## src/sbt_pkg.sv

```systemverilog
`timescale 1ns / 1ps
package sbt_pkg;
   localparam int POSITION_BITS_DEF = 24;

   localparam logic [2:0] M_IDLE    = 3'd0;
   localparam logic [2:0] M_NUMBER  = 3'd1;
   localparam logic [2:0] M_IDENT   = 3'd2;
   localparam logic [2:0] M_SLASH   = 3'd3;
   localparam logic [2:0] M_COMMENT = 3'd4;
   localparam logic [2:0] M_BAD     = 3'd5;

   localparam logic [4:0] K_HASH     = 5'd12;
   localparam logic [4:0] K_IDENT    = 5'd13;
   localparam logic [4:0] K_NUMBER   = 5'd14;
   localparam logic [4:0] K_MESSAGES = 5'd15;
   localparam logic [4:0] K_STRUCT   = 5'd16;
   localparam logic [4:0] K_VERSION  = 5'd17;
   localparam logic [4:0] K_CONST    = 5'd18;
   localparam logic [4:0] K_TYPE     = 5'd19;
   localparam logic [4:0] K_EOF      = 5'd20;
   localparam logic [4:0] K_BAD      = 5'd21;
   localparam logic [4:0] K_OVERFLOW = 5'd22;

   localparam logic OP_BYTE = 1'b0;
   localparam logic OP_END  = 1'b1;

   localparam logic [7:0] CH_SLASH = 8'h2F;
   localparam logic [7:0] CH_LF    = 8'h0A;
   localparam logic [7:0] CH_UNDER = 8'h5F;

   localparam logic [63:0] KW_MESSAGES = 64'h6D65737361676573;
   localparam logic [63:0] KW_STRUCT   = 64'h0000737472756374;
   localparam logic [63:0] KW_VERSION  = 64'h0076657273696F6E;
   localparam logic [63:0] KW_CONST    = 64'h000000636F6E7374;
   localparam logic [63:0] KW_TYPE     = 64'h0000000074797065;

   // punctuation index, 4'hF when none
   function automatic logic [3:0] punct_index(input logic [7:0] c);
      logic [3:0] r;
      r = 4'hF;
      case (c)
         8'h28: r = 4'd0;
         8'h29: r = 4'd1;
         8'h7B: r = 4'd2;
         8'h7D: r = 4'd3;
         8'h5B: r = 4'd4;
         8'h5D: r = 4'd5;
         8'h2C: r = 4'd6;
         8'h3B: r = 4'd7;
         8'h26: r = 4'd8;
         8'h5E: r = 4'd9;
         8'h3A: r = 4'd10;
         8'h3D: r = 4'd11;
         default: r = 4'hF;
      endcase
      return r;
   endfunction

   function automatic logic dec_digit(input logic [7:0] c);
      return (c >= 8'h30) && (c <= 8'h39);
   endfunction

   function automatic logic is_alpha(input logic [7:0] c);
      return ((c >= 8'h61) && (c <= 8'h7A)) || ((c >= 8'h41) && (c <= 8'h5A));
   endfunction

   function automatic logic is_bad(input logic [7:0] c);
      return (punct_index(c) == 4'hF) && !dec_digit(c) && !is_alpha(c) &&
             !(c == 8'h23 || c == CH_SLASH || c == 8'h20 || c == 8'h09 ||
               c == CH_LF || c == 8'h0D);
   endfunction

   typedef struct packed {
      logic [4:0]  kind;
      logic [63:0] value;
      logic [31:0] length;
      logic [31:0] line;
      logic [31:0] column;
      logic [31:0] offset;
   } tok_type;

   typedef struct packed {
      logic [1:0] count;
      tok_type    t0;
      tok_type    t1;
      tok_type    t2;
   } batch_type;
endpackage

```

## src/sbt_req_if.sv

```systemverilog
`timescale 1ns / 1ps
interface sbt_req_if;
   logic       valid;
   logic       ready;
   logic       op;
   logic [7:0] byte_req;
   modport source (output valid, output op, output byte_req, input ready);
   modport sink (input valid, input op, input byte_req, output ready);
endinterface

```

## src/sbt_rsp_if.sv

```systemverilog
`timescale 1ns / 1ps
interface sbt_rsp_if #(parameter int PosBits = 24);
   logic               valid;
   logic               ready;
   logic [4:0]         kind;
   logic [63:0]        value;
   logic [PosBits-1:0] length;
   logic [PosBits-1:0] line;
   logic [PosBits-1:0] column;
   logic [PosBits-1:0] offset;
   logic               last;
   modport source (output valid, output kind, output value, output length, output line,
                   output column, output offset, output last, input ready);
   modport sink (input valid, input kind, input value, input length, input line,
                 input column, input offset, input last, output ready);
endinterface

```

## src/sbt_scan.sv

```systemverilog
`timescale 1ns / 1ps
module sbt_scan #(
   parameter int PosBits = sbt_pkg::POSITION_BITS_DEF
) (
   input  logic                  clock,
   input  logic                  reset,
   input  logic                  step,
   input  logic                  op,
   input  logic [7:0]            c,
   output sbt_pkg::batch_type    batch
);
   localparam logic [PosBits-1:0] PosMax = {PosBits{1'b1}};
   localparam logic [PosBits-1:0] PosOne = {{(PosBits-1){1'b0}}, 1'b1};

   logic [2:0]         mode_ff, mode_in;
   logic [63:0]        num_ff, num_in;
   logic               ovf_ff, ovf_in;
   logic [63:0]        pre_ff, pre_in;
   logic [PosBits-1:0] plen_ff, plen_in, pline_ff, pline_in, pcol_ff, pcol_in;
   logic [PosBits-1:0] poff_ff, poff_in, cline_ff, cline_in, ccol_ff, ccol_in;
   logic [PosBits-1:0] coff_ff, coff_in;

   function automatic logic [PosBits-1:0] sat_inc(input logic [PosBits-1:0] v);
      return (v == PosMax) ? v : v + PosOne;
   endfunction

   function automatic logic [31:0] wide(input logic [PosBits-1:0] v);
      return 32'(v);
   endfunction

   logic [67:0]  num_x10;
   logic [67:0]  num_next;
   logic [3:0]   pidx;
   logic         taken;
   logic [4:0]   id_kind;
   sbt_pkg::tok_type q [3];
   sbt_pkg::tok_type pend;
   logic [1:0]   n;

   always_comb begin
      num_x10  = ({4'd0, num_ff} << 3) + ({4'd0, num_ff} << 1);
      num_next = num_x10 + 68'(c - 8'h30);
      pidx     = sbt_pkg::punct_index(c);
      id_kind  = sbt_pkg::K_IDENT;
      if (plen_ff == PosBits'(8) && pre_ff == sbt_pkg::KW_MESSAGES)
         id_kind = sbt_pkg::K_MESSAGES;
      if (plen_ff == PosBits'(6) && pre_ff == sbt_pkg::KW_STRUCT)
         id_kind = sbt_pkg::K_STRUCT;
      if (plen_ff == PosBits'(7) && pre_ff == sbt_pkg::KW_VERSION)
         id_kind = sbt_pkg::K_VERSION;
      if (plen_ff == PosBits'(5) && pre_ff == sbt_pkg::KW_CONST)
         id_kind = sbt_pkg::K_CONST;
      if (plen_ff == PosBits'(4) && pre_ff == sbt_pkg::KW_TYPE)
         id_kind = sbt_pkg::K_TYPE;

      pend.kind   = sbt_pkg::K_BAD;
      pend.value  = '0;
      pend.length = wide(plen_ff);
      pend.line   = wide(pline_ff);
      pend.column = wide(pcol_ff);
      pend.offset = wide(poff_ff);
      for (int i = 0; i < 3; i++) q[i] = pend;

      mode_in = mode_ff; num_in = num_ff; ovf_in = ovf_ff; pre_in = pre_ff;
      plen_in = plen_ff; pline_in = pline_ff; pcol_in = pcol_ff; poff_in = poff_ff;
      cline_in = cline_ff; ccol_in = ccol_ff; coff_in = coff_ff;
      n = 2'd0;
      taken = 1'b0;

      if (op == sbt_pkg::OP_BYTE) begin
         unique case (mode_ff)
            sbt_pkg::M_NUMBER: if (sbt_pkg::dec_digit(c)) begin
               taken = 1'b1;
               if (num_next[67:64] != 4'd0) ovf_in = 1'b1;
               num_in = num_next[63:0];
               plen_in = sat_inc(plen_ff);
            end
            sbt_pkg::M_IDENT: if (sbt_pkg::is_alpha(c) || sbt_pkg::dec_digit(c) ||
                                  c == sbt_pkg::CH_UNDER) begin
               taken = 1'b1;
               if (plen_ff < PosBits'(8)) pre_in = {pre_ff[55:0], c};
               plen_in = sat_inc(plen_ff);
            end
            sbt_pkg::M_BAD: if (sbt_pkg::is_bad(c)) begin
               taken = 1'b1;
               plen_in = sat_inc(plen_ff);
            end
            sbt_pkg::M_SLASH: begin
               mode_in = sbt_pkg::M_IDLE;
               if (c == sbt_pkg::CH_SLASH) begin
                  mode_in = sbt_pkg::M_COMMENT;
                  taken = 1'b1;
               end
            end
            sbt_pkg::M_COMMENT: begin
               if (c != sbt_pkg::CH_LF) taken = 1'b1;
               else mode_in = sbt_pkg::M_IDLE;
            end
            default: mode_in = sbt_pkg::M_IDLE;
         endcase
      end

      if (op == sbt_pkg::OP_END || !taken) begin
         // flush pending token
         if (mode_ff == sbt_pkg::M_NUMBER) begin
            if (ovf_ff) begin
               q[0].kind = sbt_pkg::K_OVERFLOW;
               q[1].kind = sbt_pkg::K_NUMBER;
               q[1].value = num_ff;
               n = 2'd2;
            end else begin
               q[0].kind = sbt_pkg::K_NUMBER;
               q[0].value = num_ff;
               n = 2'd1;
            end
         end else if (mode_ff == sbt_pkg::M_IDENT) begin
            q[0].kind = id_kind;
            n = 2'd1;
         end else if (mode_ff == sbt_pkg::M_BAD) begin
            n = 2'd1;
         end
         if (mode_ff != sbt_pkg::M_SLASH && mode_ff != sbt_pkg::M_COMMENT)
            mode_in = sbt_pkg::M_IDLE;
         if (op == sbt_pkg::OP_BYTE && mode_ff != sbt_pkg::M_COMMENT)
            mode_in = sbt_pkg::M_IDLE;
      end

      if (op == sbt_pkg::OP_END) begin
         q[n].kind = sbt_pkg::K_EOF;
         q[n].value = '0;
         q[n].length = '0;
         q[n].line = wide(cline_ff);
         q[n].column = wide(ccol_ff);
         q[n].offset = wide(coff_ff);
         n = n + 2'd1;
         mode_in = sbt_pkg::M_IDLE; num_in = '0; ovf_in = 1'b0; pre_in = '0;
         plen_in = '0; pline_in = PosOne; pcol_in = '0; poff_in = '0;
         cline_in = PosOne; ccol_in = '0; coff_in = '0;
      end else begin
         if (!taken) begin
            if (pidx != 4'hF || c == 8'h23) begin
               q[n].kind = (pidx != 4'hF) ? {1'b0, pidx} : sbt_pkg::K_HASH;
               q[n].value = '0;
               q[n].length = 32'd1;
               q[n].line = wide(cline_ff);
               q[n].column = wide(ccol_ff);
               q[n].offset = wide(coff_ff);
               n = n + 2'd1;
            end else if (c == sbt_pkg::CH_SLASH) begin
               mode_in = sbt_pkg::M_SLASH;
            end else if (sbt_pkg::dec_digit(c) || sbt_pkg::is_alpha(c) ||
                         sbt_pkg::is_bad(c)) begin
               mode_in = sbt_pkg::dec_digit(c) ? sbt_pkg::M_NUMBER :
                         sbt_pkg::is_alpha(c) ? sbt_pkg::M_IDENT : sbt_pkg::M_BAD;
               plen_in = PosOne; pline_in = cline_ff; pcol_in = ccol_ff; poff_in = coff_ff;
               if (sbt_pkg::dec_digit(c)) begin
                  num_in = 64'(c - 8'h30);
                  ovf_in = 1'b0;
               end
               if (sbt_pkg::is_alpha(c)) pre_in = 64'(c);
            end
         end
         coff_in = sat_inc(coff_ff);
         if (c == sbt_pkg::CH_LF) begin
            cline_in = sat_inc(cline_ff);
            ccol_in = '0;
         end else begin
            ccol_in = sat_inc(ccol_ff);
         end
      end

      batch.count = n;
      batch.t0 = q[0];
      batch.t1 = q[1];
      batch.t2 = q[2];
   end

   always_ff @(posedge clock) begin
      if (reset) begin
         mode_ff <= sbt_pkg::M_IDLE; num_ff <= '0; ovf_ff <= 1'b0; pre_ff <= '0;
         plen_ff <= '0; pline_ff <= PosOne; pcol_ff <= '0; poff_ff <= '0;
         cline_ff <= PosOne; ccol_ff <= '0; coff_ff <= '0;
      end else if (step) begin
         mode_ff <= mode_in; num_ff <= num_in; ovf_ff <= ovf_in; pre_ff <= pre_in;
         plen_ff <= plen_in; pline_ff <= pline_in; pcol_ff <= pcol_in; poff_ff <= poff_in;
         cline_ff <= cline_in; ccol_ff <= ccol_in; coff_ff <= coff_in;
      end
   end

   a_mode_legal: assert property (@(posedge clock) disable iff (reset)
      mode_ff <= sbt_pkg::M_BAD) else $error("scan mode out of range");
   a_line_nonzero: assert property (@(posedge clock) disable iff (reset)
      cline_ff != '0) else $error("cursor line zero");
   a_end_resets: assert property (@(posedge clock) disable iff (reset)
      step && op == sbt_pkg::OP_END |=> mode_ff == sbt_pkg::M_IDLE && coff_ff == '0)
      else $error("end beat did not restart source");
   a_end_emits: assert property (@(posedge clock) disable iff (reset)
      op == sbt_pkg::OP_END |-> batch.count != 2'd0) else $error("end beat without eof");
endmodule

```

## src/sbt_out_queue.sv

```systemverilog
`timescale 1ns / 1ps
module sbt_out_queue #(
   parameter int PosBits = sbt_pkg::POSITION_BITS_DEF
) (
   input  logic               clock,
   input  logic               reset,
   input  logic               load,
   input  sbt_pkg::batch_type batch,
   output logic               can_load,
   sbt_rsp_if.source          rsp
);
   sbt_pkg::tok_type  tok_ff [3];
   logic [1:0]        cnt_ff;
   logic [1:0]        pos_ff;
   logic              pop;
   sbt_pkg::tok_type  cur;

   assign pop      = rsp.valid && rsp.ready;
   assign can_load = (cnt_ff == 2'd0) || (pop && (pos_ff + 2'd1 == cnt_ff));
   assign cur      = tok_ff[pos_ff];

   assign rsp.valid  = cnt_ff != 2'd0;
   assign rsp.kind   = cur.kind;
   assign rsp.value  = cur.value;
   assign rsp.length = cur.length[PosBits-1:0];
   assign rsp.line   = cur.line[PosBits-1:0];
   assign rsp.column = cur.column[PosBits-1:0];
   assign rsp.offset = cur.offset[PosBits-1:0];
   assign rsp.last   = pos_ff + 2'd1 == cnt_ff;

   always_ff @(posedge clock) begin
      if (load) begin
         tok_ff[0] <= batch.t0;
         tok_ff[1] <= batch.t1;
         tok_ff[2] <= batch.t2;
      end
   end

   always_ff @(posedge clock) begin
      if (reset) begin
         cnt_ff <= 2'd0;
         pos_ff <= 2'd0;
      end else if (load) begin
         cnt_ff <= batch.count;
         pos_ff <= 2'd0;
      end else if (pop) begin
         if (rsp.last) begin
            cnt_ff <= 2'd0;
            pos_ff <= 2'd0;
         end else begin
            pos_ff <= pos_ff + 2'd1;
         end
      end
   end

   a_pos_in_range: assert property (@(posedge clock) disable iff (reset)
      cnt_ff != 2'd0 |-> pos_ff < cnt_ff) else $error("read pointer past fill");
   a_load_when_free: assert property (@(posedge clock) disable iff (reset)
      load |-> can_load) else $error("load over undelivered beats");
   a_drain: assert property (@(posedge clock) disable iff (reset)
      pop && rsp.last && !load |=> cnt_ff == 2'd0) else $error("queue not drained");
endmodule

```

## src/schema_byte_tokenizer_core.sv

```systemverilog
`timescale 1ns / 1ps
// Output: the first result of a beat appears on rsp the cycle after it is accepted.
// Throughput: one input beat per cycle while each yields at most one result and rsp
// is ready; a beat with more results holds off req until they drain from the queue.
// Reset: synchronous, clears scanner state to a fresh source and empties the queue.
module schema_byte_tokenizer_core #(
   parameter int POSITION_BITS = sbt_pkg::POSITION_BITS_DEF
) (
   input logic       clock,
   input logic       reset,
   sbt_req_if.sink   req,
   sbt_rsp_if.source rsp
);
   sbt_pkg::batch_type batch;
   logic               can_load;
   logic               step;

   assign req.ready = can_load;
   assign step      = req.valid && can_load;

   sbt_scan #(.PosBits(POSITION_BITS)) u_scan (
      .clock (clock),
      .reset (reset),
      .step  (step),
      .op    (req.op),
      .c     (req.byte_req),
      .batch (batch)
   );

   sbt_out_queue #(.PosBits(POSITION_BITS)) u_queue (
      .clock    (clock),
      .reset    (reset),
      .load     (step),
      .batch    (batch),
      .can_load (can_load),
      .rsp      (rsp)
   );
endmodule
```

## src/flat_wrapper.sv

```systemverilog
// flat-port wrapper written by rule: the top's interface ports become plain ports
module schema_byte_tokenizer_core_flat 
#(
   parameter int POSITION_BITS = sbt_pkg::POSITION_BITS_DEF
)
  (clock, reset, req_valid, req_op, req_byte_req, req_ready, rsp_valid, rsp_kind, rsp_value, rsp_length, rsp_line, rsp_column, rsp_offset, rsp_last, rsp_ready);
  sbt_req_if req_i ();
  sbt_rsp_if rsp_i ();
  input logic clock;
  input logic reset;
  input wire logic [$bits(req_i.valid)-1:0] req_valid;
  input wire logic [$bits(req_i.op)-1:0] req_op;
  input wire logic [$bits(req_i.byte_req)-1:0] req_byte_req;
  output wire logic [$bits(req_i.ready)-1:0] req_ready;
  output wire logic [$bits(rsp_i.valid)-1:0] rsp_valid;
  output wire logic [$bits(rsp_i.kind)-1:0] rsp_kind;
  output wire logic [$bits(rsp_i.value)-1:0] rsp_value;
  output wire logic [$bits(rsp_i.length)-1:0] rsp_length;
  output wire logic [$bits(rsp_i.line)-1:0] rsp_line;
  output wire logic [$bits(rsp_i.column)-1:0] rsp_column;
  output wire logic [$bits(rsp_i.offset)-1:0] rsp_offset;
  output wire logic [$bits(rsp_i.last)-1:0] rsp_last;
  input wire logic [$bits(rsp_i.ready)-1:0] rsp_ready;
  assign req_i.valid = req_valid;
  assign req_i.op = req_op;
  assign req_i.byte_req = req_byte_req;
  assign req_ready = req_i.ready;
  assign rsp_valid = rsp_i.valid;
  assign rsp_kind = rsp_i.kind;
  assign rsp_value = rsp_i.value;
  assign rsp_length = rsp_i.length;
  assign rsp_line = rsp_i.line;
  assign rsp_column = rsp_i.column;
  assign rsp_offset = rsp_i.offset;
  assign rsp_last = rsp_i.last;
  assign rsp_i.ready = rsp_ready;
  schema_byte_tokenizer_core #(.POSITION_BITS(POSITION_BITS)) u_core (.clock(clock), .reset(reset), .req(req_i), .rsp(rsp_i));
endmodule
```

## config.mk

```make
export PLATFORM = sky130hd
export DESIGN_NAME = schema_byte_tokenizer_core_flat
export DESIGN_NICKNAME = d
export VERILOG_FILES = /design/src/sbt_pkg.sv /design/src/sbt_req_if.sv /design/src/sbt_rsp_if.sv /design/src/sbt_scan.sv /design/src/sbt_out_queue.sv /design/src/schema_byte_tokenizer_core.sv /design/src/flat_wrapper.sv
export SDC_FILE = /design/constraint.sdc
export NUM_CORES = 2
export LEC_CHECK = 0
export BUFFER_PORTS_ARGS = -buffer_cell sky130_fd_sc_hd__buf_4
export CORE_ASPECT_RATIO = 1.75
export CORE_MARGIN = 3
export CORE_UTILIZATION = 56
export CTS_CLUSTER_DIAMETER = 30
export DETAILED_ROUTE_END_ITERATION = 12
export PLACE_DENSITY = 0.77
export SETUP_SLACK_MARGIN = 0.3
export SLEW_MARGIN = 40
export SYNTH_ARGS = -nofsm -noshare
export SYNTH_HDL_FRONTEND = slang
export SYNTH_SLANG_ARGS = --single-unit
```

## constraint.sdc

```tcl
create_clock -name clock -period 14.92 [get_ports clock]
set_clock_uncertainty 0.1 [all_clocks]
set_input_delay 1.492 -clock clock [delete_from_list [all_inputs] [get_ports clock]]
set_output_delay 1.492 -clock clock [all_outputs]
set_load 0.005 [all_outputs]
```

Word level (Yosys, flattened, before mapping)
Memories as Yosys holds them, arrays and structs flattened. A register that Yosys moved wholly into a read port is not among the register bits.
Cells that the tools add are included.
{ "op_classes": {"addsub": 10, "magnitude_cmp": 9, "eq_ne": 51, "mux": 144, "bitwise_logic": 2, "reduce_logical": 50} }
{ "ops": {"columns": ["cell", "count"], "rows": [
  ["$bwmux 591", 12],
  ["$demux 197 s2", 6],
  ["$mux 591", 3],
  ["$mux 64", 20],
  ["$mux 24", 32],
  ["$mux 69", 4],
  ["$mux 197", 1],
  ["$mux 192", 1],
  ["$mux 128", 1],
  ["$add 24x1->24 const B", 4],
  ["$eq 24x24->1 const B", 4],
  ["$eq 24x3->1 const B", 4],
  ["$mux 96", 1],
  ["$eq 8x6->1 const B", 10],
  ["$pmux 24 s3", 1],
  ["$add 67x65->68", 1],
  ["$add 68x68->68", 1],
  ["$eq 64x31->1 const B", 1],
  ["$eq 64x39->1 const B", 1],
  ["$eq 64x47->1 const B", 1],
  ["$eq 64x55->1 const B", 1],
  ["$eq 64x63->1 const B", 1],
  ["$eq 8x7->1 const B", 6],
  ["$pmux 4 s12", 1],
  ["42 further kinds", 148]
]} }
{ "word_totals": {"ff_bits": 304, "mem_bits_rw": 591, "in_bits": 13, "out_inout_bits": 168, "n_memories": 1} }
{ "mem_list": {"columns": ["name", "words", "width", "read_ports", "rd_ports_with_merged_regs", "wr", "line_no", "rtl"], "rows": [
  ["u_core.u_queue.tok_ff", 3, 197, 1, 1, 3, "sbt_out_queue.sv:12", "sbt_pkg::tok_type tok_ff [3];"]
]} }

Logic depth before layout (Yosys ltp)
{ "depth": {"ltp_word": 28, "ltp_mapped": 22, "depth_no_buf": 17} }

By module
From an unflattened synthesis, not the netlist that was laid out.
{ "unflattened": {"hier_cells": 4037, "area_unflattened_um2": 43098.8} }
{ "modules_own_cells": {"columns": ["module", "n_inst", "cells_per_inst", "area_per_inst_um2"], "rows": [
  ["sbt_scan", 1, 2949, 24260.8],
  ["sbt_out_queue", 1, 1087, 18831.8],
  ["schema_byte_tokenizer_core", 1, 1, 6.3]
]} }

Worst setup path before layout
No wires, ideal clock.
{ "synth_timing": {"path_type": "input-to-reg", "start": "input rsp_ready", "end": "register u_core.u_scan.pre_ff[1]", "arrival_time_ns": 15.876, "slack_ns": -1.186, "cell_stages": 8, "path_buffers": 1, "path_cell_list": "o21ai_0 nand2_1 nand2_1 clkinv_1 clkbuf_1 o21ai_0 a22oi_1 nor2_1"} }
{ "synth_between": {"elab_chain_len": 4} }
{ "synth_rtl": {"columns": ["element", "line_no", "rtl"], "rows": [
  ["from (decl)", "flat_wrapper.sv:23", "input wire logic [$bits(rsp_i.ready)-1:0] rsp_ready;"],
  ["$logic_and 1x1->1", "sbt_out_queue.sv:18", "assign pop = rsp.valid && rsp.ready;"],
  ["$logic_and 1x1->1", "sbt_out_queue.sv:19", "assign can_load = (cnt_ff == 2'd0) || (pop && (pos_ff + 2'd1 == cnt_ff));"],
  ["$logic_or 1x1->1", "sbt_out_queue.sv:19", null],
  ["named net req_ready", "flat_wrapper.sv:14", "output wire logic [$bits(req_i.ready)-1:0] req_ready;"],
  ["$logic_and 1x1->1", "schema_byte_tokenizer_core.sv:19", "assign step = req.valid && can_load;"],
  ["named net u_core.step", "schema_byte_tokenizer_core.sv:16", "logic step;"],
  ["to (signal assigned)", "sbt_scan.sv:184", "mode_ff <= mode_in; num_ff <= num_in; ovf_ff <= ovf_in; pre_ff <= pre_in;"],
  ["to (decl)", "sbt_scan.sv:18", "logic [63:0] pre_ff, pre_in;"]
]} }
The timed path passes the listed nets, and every way through them passes these cells.
A chain may end at the register's enable or synchronous reset.

Worst setup path in the final report
{ "layout_timing": {"start": "input req_byte_req[4]", "end": "register u_core.u_scan.num_ff[63]"} }
{ "layout_between": {"elab_chain_len": 16} }
{ "layout_rtl": {"columns": ["element", "line_no", "rtl"], "rows": [
  ["from (decl)", "flat_wrapper.sv:13", "input wire logic [$bits(req_i.byte_req)-1:0] req_byte_req;"],
  ["branches (longest 14 deep; another with $add 68x68->68)", null, null],
  ["$mux 64 *", "sbt_scan.sv:140", "if (!taken) begin"],
  ["$mux 64 *", "sbt_scan.sv:128", "if (op == sbt_pkg::OP_END) begin"],
  ["to (signal assigned)", "sbt_scan.sv:184", null],
  ["to (decl)", "sbt_scan.sv:16", "logic [63:0] num_ff, num_in;"]
]} }
Mark *: on every way between the ends. The select of a mux whose other input is x is not followed.

==> results.md <==
* Fillers at 5204
* CP delay by family, top: compound AO/OA/AOI/OAI gates
* Crit path time final at 6.95 ns
* Crit path buf inv count at 3
* Worst path slowest cell: buf_4
* WL/cell at 20.7 µm
* Worst slew margin at 41.8%
* Distinct cells, synth at 90
* Hold Path Class: register to register
* CTS Sinks at 737
* Worst Tran Pin Value at 0.866 ns
* Vias in the first global route at 27.6k
* Global-route wire length before repair at 149000 µm
* RSZ-0062 raised after global routing: no
* Most frequent cells in the layout: 431 x edfxtp_1, 304 x dfxtp_1, 280 x nand2_1, 243 x nor2_1, 233 x o21ai_0
* Met1 WL at 35600 µm
* Synth async-reset ratio at 0%
* Core box area at 67600 µm²
* Layout cell share with drive strength beyond 1 at 13.7%
* EDFF count, synth at 431
* CP cell instances: buf_4 -> ha_1 -> or3_1 -> inv_2 -> buf_4 -> fa_1 -> ha_1 -> nand3_1 -> or3_1 -> o21ai_0 -> a21oi_1 -> o31ai_1 -> a31oi_1 -> o221ai_1 -> a31oi_1 -> xnor2_1 -> a221o_1
* WP data required at 15.38 ns
* Syn Inst Count at 3531
* Type of origin of the critical path: input port
* Pwr Density at 117 nW/µm²
* Synth warn at 0
* Part of the Yosys area used for sequential elements at 49.7%
* Diodes inserted at 0
* Worst setup margin at 7.97 ns
* Routability cong. at 0.971
* DR vias at 27.6k
* DR pass1 iterations at 6
* Mapped cell area at 38300 µm²
* Pins Over Slew Limit at 0
* Yosys reg bits at 737
* Setup TNS at 0 ns
* PostCTS Resize Cnt at 0
* Fmax at 144 MHz
* Clock-pin transition on the worst setup and hold timing paths at 0.06 ns
* Area grow syn2layout at 13.8%
* VDD IR max at 0.106 mV
* Max-Cap Viols at 0
* P_leak at 16.9 nW
* Overall power at 0.00512 W
* Residual DRC count at 0
* Num CTS Buffers at 100
* Pin count of the biggest net entering global routing at 169
* H-Tree Depth at 3
* Hold_buf cts at 0
* Syn Nets at 3691
* Row cnt at 126
* Chip Width at 204 µm
* Number of routed nets with antenna violations at 0
* Routed wl met3 at 5350 µm
* Vias per cell at 6.02
* Avg Inst Size Synth at 10.9 µm²
* CP Max Fanout at 40
* I/O pin count at 181
* Status: finished, final reports clean
* Final Setup Violations at 0
* Highest routed layer: met4
* Initial Util at 56.7%
* Dpl ws at 7.34 ns
* Fin nets at 3764
* DP HPWL at 62400 µm
* CTS tree: built
* Root buf cell: clkbuf_16
* GRT Total Usage at 26.0%
* Final worst-path cycle share at 46.6%
* Final hold vios at 0
* Most used DFF post-synth: edfxtp_1
* Clk_lat worst skew at 0.68 ns
* Commonest non-fill, non-tap cell in the layout: edfxtp_1
* CP max stage delay at 0.64 ns
* 1st-iter DRT viols at 1776
* Port bufs at 180
* CTS Buffer Depth at 3
* Die area at 71800 µm²
* Met2 wire length at 49700 µm
* Critical path class: input port to register
* Routed WL at 95000 µm
* Die Y at 352 µm
* Critical Path AT at 7.41 ns
* Global route overflow at 0
* Critical Path Sink Type: register
* Post-CTS setup buffer count at 0
* Initial antenna violation count at 2
-- state kept, by name (all words and copies together), names as in the netlist, named ones only --
register                flops
u_core.u_scan.poff_ff      24
u_core.u_queue.cnt_ff       2
u_core.u_queue.tok_ff     431
u_core.u_scan.num_ff       64
u_core.u_scan.pline_ff     24
u_core.u_scan.cline_ff     24
u_core.u_scan.ccol_ff      24
u_core.u_scan.pcol_ff      24
u_core.u_scan.mode_ff       3
u_core.u_scan.pre_ff       64
u_core.u_queue.pos_ff       2
u_core.u_scan.coff_ff      24
u_core.u_scan.plen_ff      24
u_core.u_scan.ovf_ff        1
-- routing by layer --
metal | global-route usage [%] | up-vias
met1 | 29.5 | 13480
met2 | 47.6 | 862
met4 | 12.1 | 0
li1 | - | 13061
met5 | 0 | -
met3 | 4.10 | 225
-- stage by stage --
stage	instance area [µm²]	cells	util [%]	hold WS (ns)
2_1_floorplan	38300	3531	-	0.339
3_3_place_gp	39900	4394	59.1	0.358
3_5_place_dp	40000	4395	59.1	0.365
4_1_cts	43500	4584	64.4	0.378
5_1_grt	43600	4587	64.5	0.413
6_report	43600	4587	64.5	0.376
-- final timing paths --
check / startpoint / end / slack [ns] / cells after the start
worst max-delay path: req_byte_req[4] / u_core.u_scan.num_ff[63] / 7.97 / 17
worst min-delay path: u_core.u_scan.pre_ff[63] / u_core.u_scan.pre_ff[63] / 0.38 / 1
worst max register to register: u_core.u_scan.mode_ff[0] / u_core.u_queue.tok_ff[2][36] / 9.83 / 12
worst min register to register: u_core.u_scan.pre_ff[63] / u_core.u_scan.pre_ff[63] / 0.38 / 1
-- cells in the mapped netlist (10+ instances only) --
library cell / number / area share [%]
clkbuf_1: 162 / 1.6
mux2_2: 69 / 2.0
nor3_1: 49 / 0.64
fa_1: 63 / 3.3
nand4_1: 49 / 0.80
mux2_1: 147 / 4.3
nand2_1: 281 / 2.8
a211oi_1: 11 / 0.22
buf_2: 30 / 0.39
mux2i_1: 167 / 4.4
nor2b_1: 16 / 0.26
edfxtp_1: 431 / 34
buf_4: 12 / 0.23
o22ai_1: 11 / 0.18
or3_1: 22 / 0.36
xnor2_1: 56 / 1.3
o21ai_0: 234 / 3.1
o31ai_1: 12 / 0.23
ha_1: 84 / 2.7
inv_1: 55 / 0.54
a21oi_1: 175 / 2.3
a31oi_1: 27 / 0.44
nor2_1: 248 / 2.4
nor4_1: 27 / 0.44
and2_1: 199 / 3.2
buf_8: 15 / 0.59
nand3_1: 74 / 0.97
a22o_1: 135 / 3.1
a21o_1: 40 / 0.78
xor2_1: 73 / 1.7
o21bai_1: 13 / 0.25
o21a_1: 10 / 0.20
and3_1: 36 / 0.59
a221o_1: 14 / 0.37
nand2b_1: 19 / 0.31
dfxtp_1: 306 / 16
buf_1: 19 / 0.19
-- cells by family after synthesis --
family                   count (synthesis)  synth area share, %
XOR/XNOR                               129                 2.95
AND/OR/NAND/NOR                       1088                 14.3
flip-flops                             737                 49.7
AO/OA/AOI/OAI                          748                 12.6
multiplexers                           383                 10.7
buffers and inverters                  299                 3.69
adder cells (fa/ha/maj)                147                 6.03
-- power breakdown --
group | internal [W] | switching [W]
Sequential | 0.00224 | 0.0000323
Combinational | 0.000139 | 0.000258
Clock | 0.00146 | 0.000992
-- final cells by class --
type / count / area, µm² / share of cell area (%)
clock buffer: 110 / 2640 / 6.06
tap: 896 / 1120 / 2.57
clock inverter: 79 / 913 / 2.09
timing repair buffer: 214 / 1710 / 3.92
inverter: 56 / 223 / 0.510
sequential: 737 / 19100 / 43.7
multi-input combinational: 2495 / 18000 / 41.1
No activity file was read; power rests on OpenSTA's default activity.
